==> config.mk <==
export PLATFORM = sky130hd
export DESIGN_NAME = fcsb_ctrl
export DESIGN_NICKNAME = d
export VERILOG_FILES = /design/src/rtl/core/fcsb_pkg.sv /design/src/rtl/core/fcsb_ctrl.sv
export SDC_FILE = /design/constraint.sdc
export NUM_CORES = 1
export LEC_CHECK = 0
export BUFFER_PORTS_ARGS = -buffer_cell sky130_fd_sc_hd__buf_2
export CORE_ASPECT_RATIO = 1.5
export CORE_MARGIN = 5
export CORE_UTILIZATION = 52
export CTS_CLUSTER_SIZE = 10
export DETAILED_ROUTE_END_ITERATION = 12
export PLACE_DENSITY = 0.77
export SETUP_SLACK_MARGIN = 0.02
export SYNTH_ARGS = -nofsm -noshare
export SYNTH_HDL_FRONTEND = slang
export SYNTH_SLANG_ARGS = --single-unit
==> constraint.sdc <==
create_clock -name clk -period 2.2 [get_ports clk]
set_input_delay 0.44 -clock clk [delete_from_list [all_inputs] [get_ports clk]]
set_output_delay 0.44 -clock clk [all_outputs]
set_load 0.1 [all_outputs]
==> src/rtl/core/fcsb_pkg.sv <==
`default_nettype none
package fcsb_pkg;

  localparam int FRAC_BITS_DEF = 16;
  localparam int NUM_PLANES    = 6;

  localparam logic [1:0] CMD_WRITE  = 2'd0;
  localparam logic [1:0] CMD_BUILD  = 2'd1;
  localparam logic [1:0] CMD_SPHERE = 2'd2;
  localparam logic [1:0] CMD_BOX    = 2'd3;

  localparam logic [2:0] PLANE_NEAR = 3'd4;

  typedef enum logic [3:0] {
    OP_NONE,
    OP_RD,
    OP_SQ,
    OP_SHIFT,
    OP_USQ,
    OP_SQRT,
    OP_DIVN,
    OP_NWR,
    OP_DIVO,
    OP_OINIT,
    OP_OEXT,
    OP_OWR,
    OP_SHORT,
    OP_TST,
    OP_RES
  } op_t;

  typedef struct packed {
    op_t        op;
    logic [2:0] plane;
    logic [4:0] step;
    logic [1:0] k;
  } fcsb_cmd_t;

  typedef struct packed {
    logic short_pl;
    logic shift_done;
    logic div_done;
    logic ext_done;
  } fcsb_stat_t;

  typedef struct packed {
    logic [1:0]          cmd;
    logic [1:0]          mat_row;
    logic [1:0]          mat_col;
    logic signed [31:0]  mat_value;
    logic signed [31:0]  pos_x;
    logic signed [31:0]  pos_y;
    logic signed [31:0]  pos_z;
    logic signed [31:0]  box_max_x;
    logic signed [31:0]  box_max_y;
    logic signed [31:0]  box_max_z;
    logic signed [31:0]  radius;
  } fcsb_item_t;

  function automatic logic [31:0] sat32(input logic signed [65:0] val);
    logic [31:0] res;
    if (val > 66'sd2147483647) begin
      res = 32'h7fff_ffff;
    end else if (val < -66'sd2147483648) begin
      res = 32'h8000_0000;
    end else begin
      res = val[31:0];
    end
    return res;
  endfunction

endpackage
`default_nettype wire

==> src/rtl/core/fcsb_ctrl.sv <==
`default_nettype none
module fcsb_ctrl
  import fcsb_pkg::*;
(
  input  logic       clk,
  input  logic       rst,
  input  logic       in_valid,
  input  logic [1:0] in_cmd,
  output logic       in_ready,
  output logic       out_valid,
  input  logic       out_ready,
  input  fcsb_stat_t stat,
  output fcsb_cmd_t  cmd
);

  typedef enum logic [11:0] {
    S_IDLE  = 12'b0000_0000_0001,
    S_TST   = 12'b0000_0000_0010,
    S_BRD   = 12'b0000_0000_0100,
    S_BSQ   = 12'b0000_0000_1000,
    S_BCHK  = 12'b0000_0001_0000,
    S_BSH   = 12'b0000_0010_0000,
    S_BUSQ  = 12'b0000_0100_0000,
    S_BSQRT = 12'b0000_1000_0000,
    S_BNDIV = 12'b0001_0000_0000,
    S_BODIV = 12'b0010_0000_0000,
    S_BOEXT = 12'b0100_0000_0000,
    S_FIN   = 12'b1000_0000_0000
  } state_t;

  localparam logic [2:0] LAST_PLANE = 3'(NUM_PLANES - 1);

  state_t     state, state_next;
  logic [2:0] plane, plane_next;
  logic [4:0] step, step_next;
  logic [1:0] k, k_next;
  op_t        op;
  logic       accept;
  logic       fin_go;

  assign in_ready = (state == S_IDLE);
  assign accept   = in_valid && in_ready;
  assign cmd      = '{op: op, plane: plane, step: step, k: k};

  always_comb begin
    state_next = state;
    plane_next = plane;
    step_next  = step + 5'd1;
    k_next     = k;
    op         = OP_NONE;
    fin_go     = 1'b0;
    case (state)
      S_IDLE: begin
        step_next = '0;
        if (accept) begin
          plane_next = '0;
          k_next     = '0;
          case (in_cmd)
            CMD_WRITE: state_next = S_FIN;
            CMD_BUILD: state_next = S_BRD;
            default:   state_next = S_TST;
          endcase
        end
      end
      S_TST: begin
        op = OP_TST;
        if (step == 5'd3) begin
          step_next = '0;
          if (plane == LAST_PLANE) begin
            state_next = S_FIN;
          end else begin
            plane_next = plane + 3'd1;
          end
        end
      end
      S_BRD: begin
        op = OP_RD;
        if (step == 5'd8) begin
          step_next  = '0;
          state_next = S_BSQ;
        end
      end
      S_BSQ: begin
        op = OP_SQ;
        if (step == 5'd3) begin
          step_next  = '0;
          state_next = S_BCHK;
        end
      end
      S_BCHK: begin
        step_next = '0;
        if (stat.short_pl) begin
          op = OP_SHORT;
          if (plane == LAST_PLANE) begin
            state_next = S_FIN;
          end else begin
            plane_next = plane + 3'd1;
            state_next = S_BRD;
          end
        end else begin
          state_next = S_BSH;
        end
      end
      S_BSH: begin
        step_next = '0;
        if (stat.shift_done) begin
          state_next = S_BUSQ;
        end else begin
          op = OP_SHIFT;
        end
      end
      S_BUSQ: begin
        op = OP_USQ;
        if (step == 5'd3) begin
          step_next  = '0;
          state_next = S_BSQRT;
        end
      end
      S_BSQRT: begin
        op = OP_SQRT;
        if (step == 5'd31) begin
          step_next  = '0;
          k_next     = '0;
          state_next = S_BNDIV;
        end
      end
      S_BNDIV: begin
        if (step == 5'd0) begin
          op = OP_DIVN;
        end else if (stat.div_done) begin
          op        = OP_NWR;
          step_next = '0;
          if (k == 2'd2) begin
            state_next = S_BODIV;
          end else begin
            k_next = k + 2'd1;
          end
        end else begin
          step_next = 5'd1;
        end
      end
      S_BODIV: begin
        if (step == 5'd0) begin
          op = OP_DIVO;
        end else if (stat.div_done) begin
          op         = OP_OINIT;
          step_next  = '0;
          state_next = S_BOEXT;
        end else begin
          step_next = 5'd1;
        end
      end
      S_BOEXT: begin
        step_next = '0;
        if (stat.ext_done) begin
          op = OP_OWR;
          if (plane == LAST_PLANE) begin
            state_next = S_FIN;
          end else begin
            plane_next = plane + 3'd1;
            state_next = S_BRD;
          end
        end else begin
          op = OP_OEXT;
        end
      end
      S_FIN: begin
        step_next = '0;
        if (!out_valid || out_ready) begin
          op         = OP_RES;
          fin_go     = 1'b1;
          state_next = S_IDLE;
        end
      end
      default: state_next = S_IDLE;
    endcase
  end

  always_ff @(posedge clk) begin
    if (rst) begin
      state     <= S_IDLE;
      plane     <= '0;
      step      <= '0;
      k         <= '0;
      out_valid <= 1'b0;
    end else begin
      state <= state_next;
      plane <= plane_next;
      step  <= step_next;
      k     <= k_next;
      if (fin_go) begin
        out_valid <= 1'b1;
      end else if (out_ready) begin
        out_valid <= 1'b0;
      end
    end
  end

`ifndef SYNTHESIS
  a_busy_after_accept: assert property (@(posedge clk) disable iff (rst)
    accept |=> state != S_IDLE)
    else $error("controller idle right after a transaction was taken");

  a_result_loaded: assert property (@(posedge clk) disable iff (rst)
    (state == S_FIN && (!out_valid || out_ready)) |=> (out_valid && state == S_IDLE))
    else $error("finished transaction did not reach the output register");

  a_plane_range: assert property (@(posedge clk) disable iff (rst)
    plane <= LAST_PLANE)
    else $error("plane counter out of range");
`endif

endmodule
`default_nettype wire
==> qor.yml <==
worst_setup_path:
  max_stage_delay_ns: 0.59
  arrival_ns: 2.05
  worstPathRequired_ns: 1.76
  timing.setup.critical_path_class: "flop to output port"
  slowest_stage: "or4_4"
  path_delay_family: "simple AND/OR/NAND/NOR gates"
  cp_max_fo: 4
  path_buf_inv: 2
  critPathLaunchType: "flop"
  endpoint_kind: "output port"
  crit_chain: "or4_4 -> buf_6 -> nor4_4 -> or4b_4 -> buf_12"
yosys:
  synth_xor_area_share_pct: 3.213
  synth-seq-area-share_pct: 24.13
  synth_mux_area_share_pct: 0
  synthCells: 230
  synthFlopType: "dfxtp_1"
  synth_top_family_by_area: "simple AND/OR/NAND/NOR gates"
  syn_avg_cell_area_sq_um: 8.296
  synth_compound_area_share_pct: 22.75
  async_flop_share_pct: 0
  mappedNetlistArea_sq_um: 1908
  synth_edf_count: 0
  synth_seq_cells: 23
  synthSimpleGateAreaFrac_pct: 36.59
  synth_fa_ha_area_share_pct: 3.934
  synthDistinctLibCells: 60
  ys_warn_count: 0
  syn_nets: 246
floorplan:
  core_sq_um: 3615
  io_pins: 26
  row_count: 27
  start_util_pct: 52.79
  die_h_um: 84.19
  dieArea_sq_um: 5006
  die_x_um: 59.46
timing:
  relSlewSlack_pct: 58.11
  min_period_over_period_pct: 113.2
  slew_violations: 0
  tightest_slew_ns: 0.6284
  clock-skew-final_ns: 0.006822
  fmax_mhz: 401.7
  min_period_ns: 2.490
  rsz0062_at_grt: "true"
  setup_ws_ns: -0.2897
  finalSetupTns_ns: -2.066
  hold_violations: 0
  setup_viol: 18
global_route:
  grt_pass1_vias: 2233
  antenna_found_initial: 0
  grt_max_degree: 31
  grt_pass1_wl_um: 10290
  gr-usage-all-layers_pct: 26.53
  grt_overflow: 0
clock_network:
  root_buffer: "clkbuf_8"
  cts.sinks: 23
  numCtsBuffers: 3
  cts_hold_buf: 0
  cts_tree: "yes"
  clk_latency_ns: 0.27
  clk_pin_slew_worst_paths_ns: 0.09
  cts_buffer_depth: 2
  h-tree-depth: 1
placement:
  dp_hpwl_um: 4583
  io_buffers: 25
  pre_cts_slack_ns: -0.004822
  placed_area_sq_um: 2467
  place_congestion: 0.9522
  dp_cells: 327
detailed_routing:
  ant_nets: 0
  dr.pass1.iters: 4
  dr_total_vias: 2332
  routedWlPerCell_um: 21.87
  avgViaCountPerCell: 6.819
  drtIter0Drc: 204
  drc: 0
  routed_wl_um: 7478
min_path:
  holdCritPathClass: "primary input to flop"
finish:
  fin_cells: 342
  area_growth_pct: 51.08
  stdcell_area_sq_um: 2883
  drive_above_1_share_pct: 56.86
  n_antenna_cell: 0
  final_nets: 316
power:
  powerDensity_nw_per_um2: 1010
  p_leak_nw: 1.159
  peakVddDrop_v: 0.0009594
  power_mw: 2.910
status:
  status: "finished with violations"
  violations: "negative setup slack"
run:
  drv_cap: 0
## layout make-up
cell class / instances / area (sq um)
timing repair buffer: 80 / 664.4
fill: 210 / 732.0
tap: 43 / 53.80
clock buffer: 4 / 45.04
multi-input combinational: 181 / 1567
sequential: 23 / 508.0
inverter: 11 / 45.04
## per-layer routing
| metal | up-vias | part of all wire (%) | global-route usage [%] |
|---|---|---|---|
| li1 | 1010 | - | - |
| met1 | 1090 | 36 | 30.55 |
| met4 | 0 | 6.7 | 16.29 |
| met3 | 53 | 7.5 | 3.846 |
| met2 | 179 | 50 | 44.28 |
| met5 | - | 0 | 0 |
## registers in the layout, summed over array words and instances (netlist names)
register   cells
plane          3
step           5
out_valid      1
k              2
state         12
## per-stage QoR
stage	util [%]	hold WS, ns
finish	79.75	0.4670
global route	79.75	0.4781
CTS	72.17	0.4547
detailed placement	68.26	0.4660
global placement	68.26	0.4664
floorplan	-	0.5983
## tightest hold or removal path, delay by kind of cell
| kind | cells | cell delay [ns] |
|---|---|---|
| compound gates | 1 | 0.07 |
| buf+inv | 2 | 0.19 |
## layout by cell type (no fill, tap or decap), drive strengths merged, types with 3 or more instances in the layout
cell / instances
dfxtp: 23
or3: 7
o31ai: 4
nor4b: 11
xor2: 4
nand2: 20
a21oi: 18
or4b: 8
and3: 6
o221ai: 3
buf: 80
a211oi: 3
clkbuf: 4
inv: 10
or4: 5
ha: 6
nor4: 5
xnor2: 3
nand3: 6
o21ai: 14
nor2: 20
nor3: 3
nand2b: 3
## power by group
| group | switching [mW] | internal (mW) | total, mW |
|---|---|---|---|
| sequential | 0.0688 | 0.470 | 0.539 |
| clock | 0.145 | 0.130 | 0.275 |
| combinational | 1.16 | 0.931 | 2.10 |
## cell usage after synthesis, drive strengths merged, types with 2 or more instances
cell     count  share of area, %
dfxtp       23                24
nand2       20               3.9
nor2        20               3.9
a21oi       18               4.7
o21ai       14               4.3
inv         11               2.2
nor4b       11               5.4
buf          8               3.9
or4b         8               4.4
or3          7               2.8
and3         6               2.0
clkbuf       6               2.8
ha           6               3.9
nand3        6               1.6
nor4         5               3.1
or4          5               2.4
o31ai        4               1.6
xor2         4               1.8
a211oi       3               1.2
nand2b       3              0.98
nor3         3              0.79
o221ai       3               1.4
xnor2        3               1.4
nand3b       2              0.79
nand4        2              0.66
nor2b        2              0.66
o2111ai      2              0.92
o211ai       2              0.79
o22ai        2              0.66
o41ai        2              0.92
or2          2              0.66
## logic make-up after synthesis
| group | count (synthesis) |
|---|---|
| AND/OR/NAND/NOR | 107 |
| AO/OA/AOI/OAI | 61 |
| buffers and inverters | 26 |
| flip-flops | 23 |
| XOR/XNOR | 7 |
| adder cells (fa/ha/maj) | 6 |
## what timing repair did
item,CTS,global route
resized for setup,17,57
gates cloned,0,0
pin swaps,5,18
endpoints found under the setup margin,7,26
endpoints found under the hold margin,0,0
setup buffers,4,8
## worst paths after layout
path | start | end | slack, ns | cells past startpoint
worst max-delay path | state[9]$_SDFFE_PP0P_ | cmd[11] | -0.29 | 5
worst min-delay path | in_cmd[1] | state[1]$_SDFFE_PP0P_ | 0.47 | 3
worst max register to register | state[0]$_SDFFE_PP1P_ | plane[1]$_SDFFE_PP0P_ | -0.15 | 7
worst min register to register | k[1]$_SDFFE_PP0P_ | k[1]$_SDFFE_PP0P_ | 0.47 | 2
(Power assumes the default switching activity.)
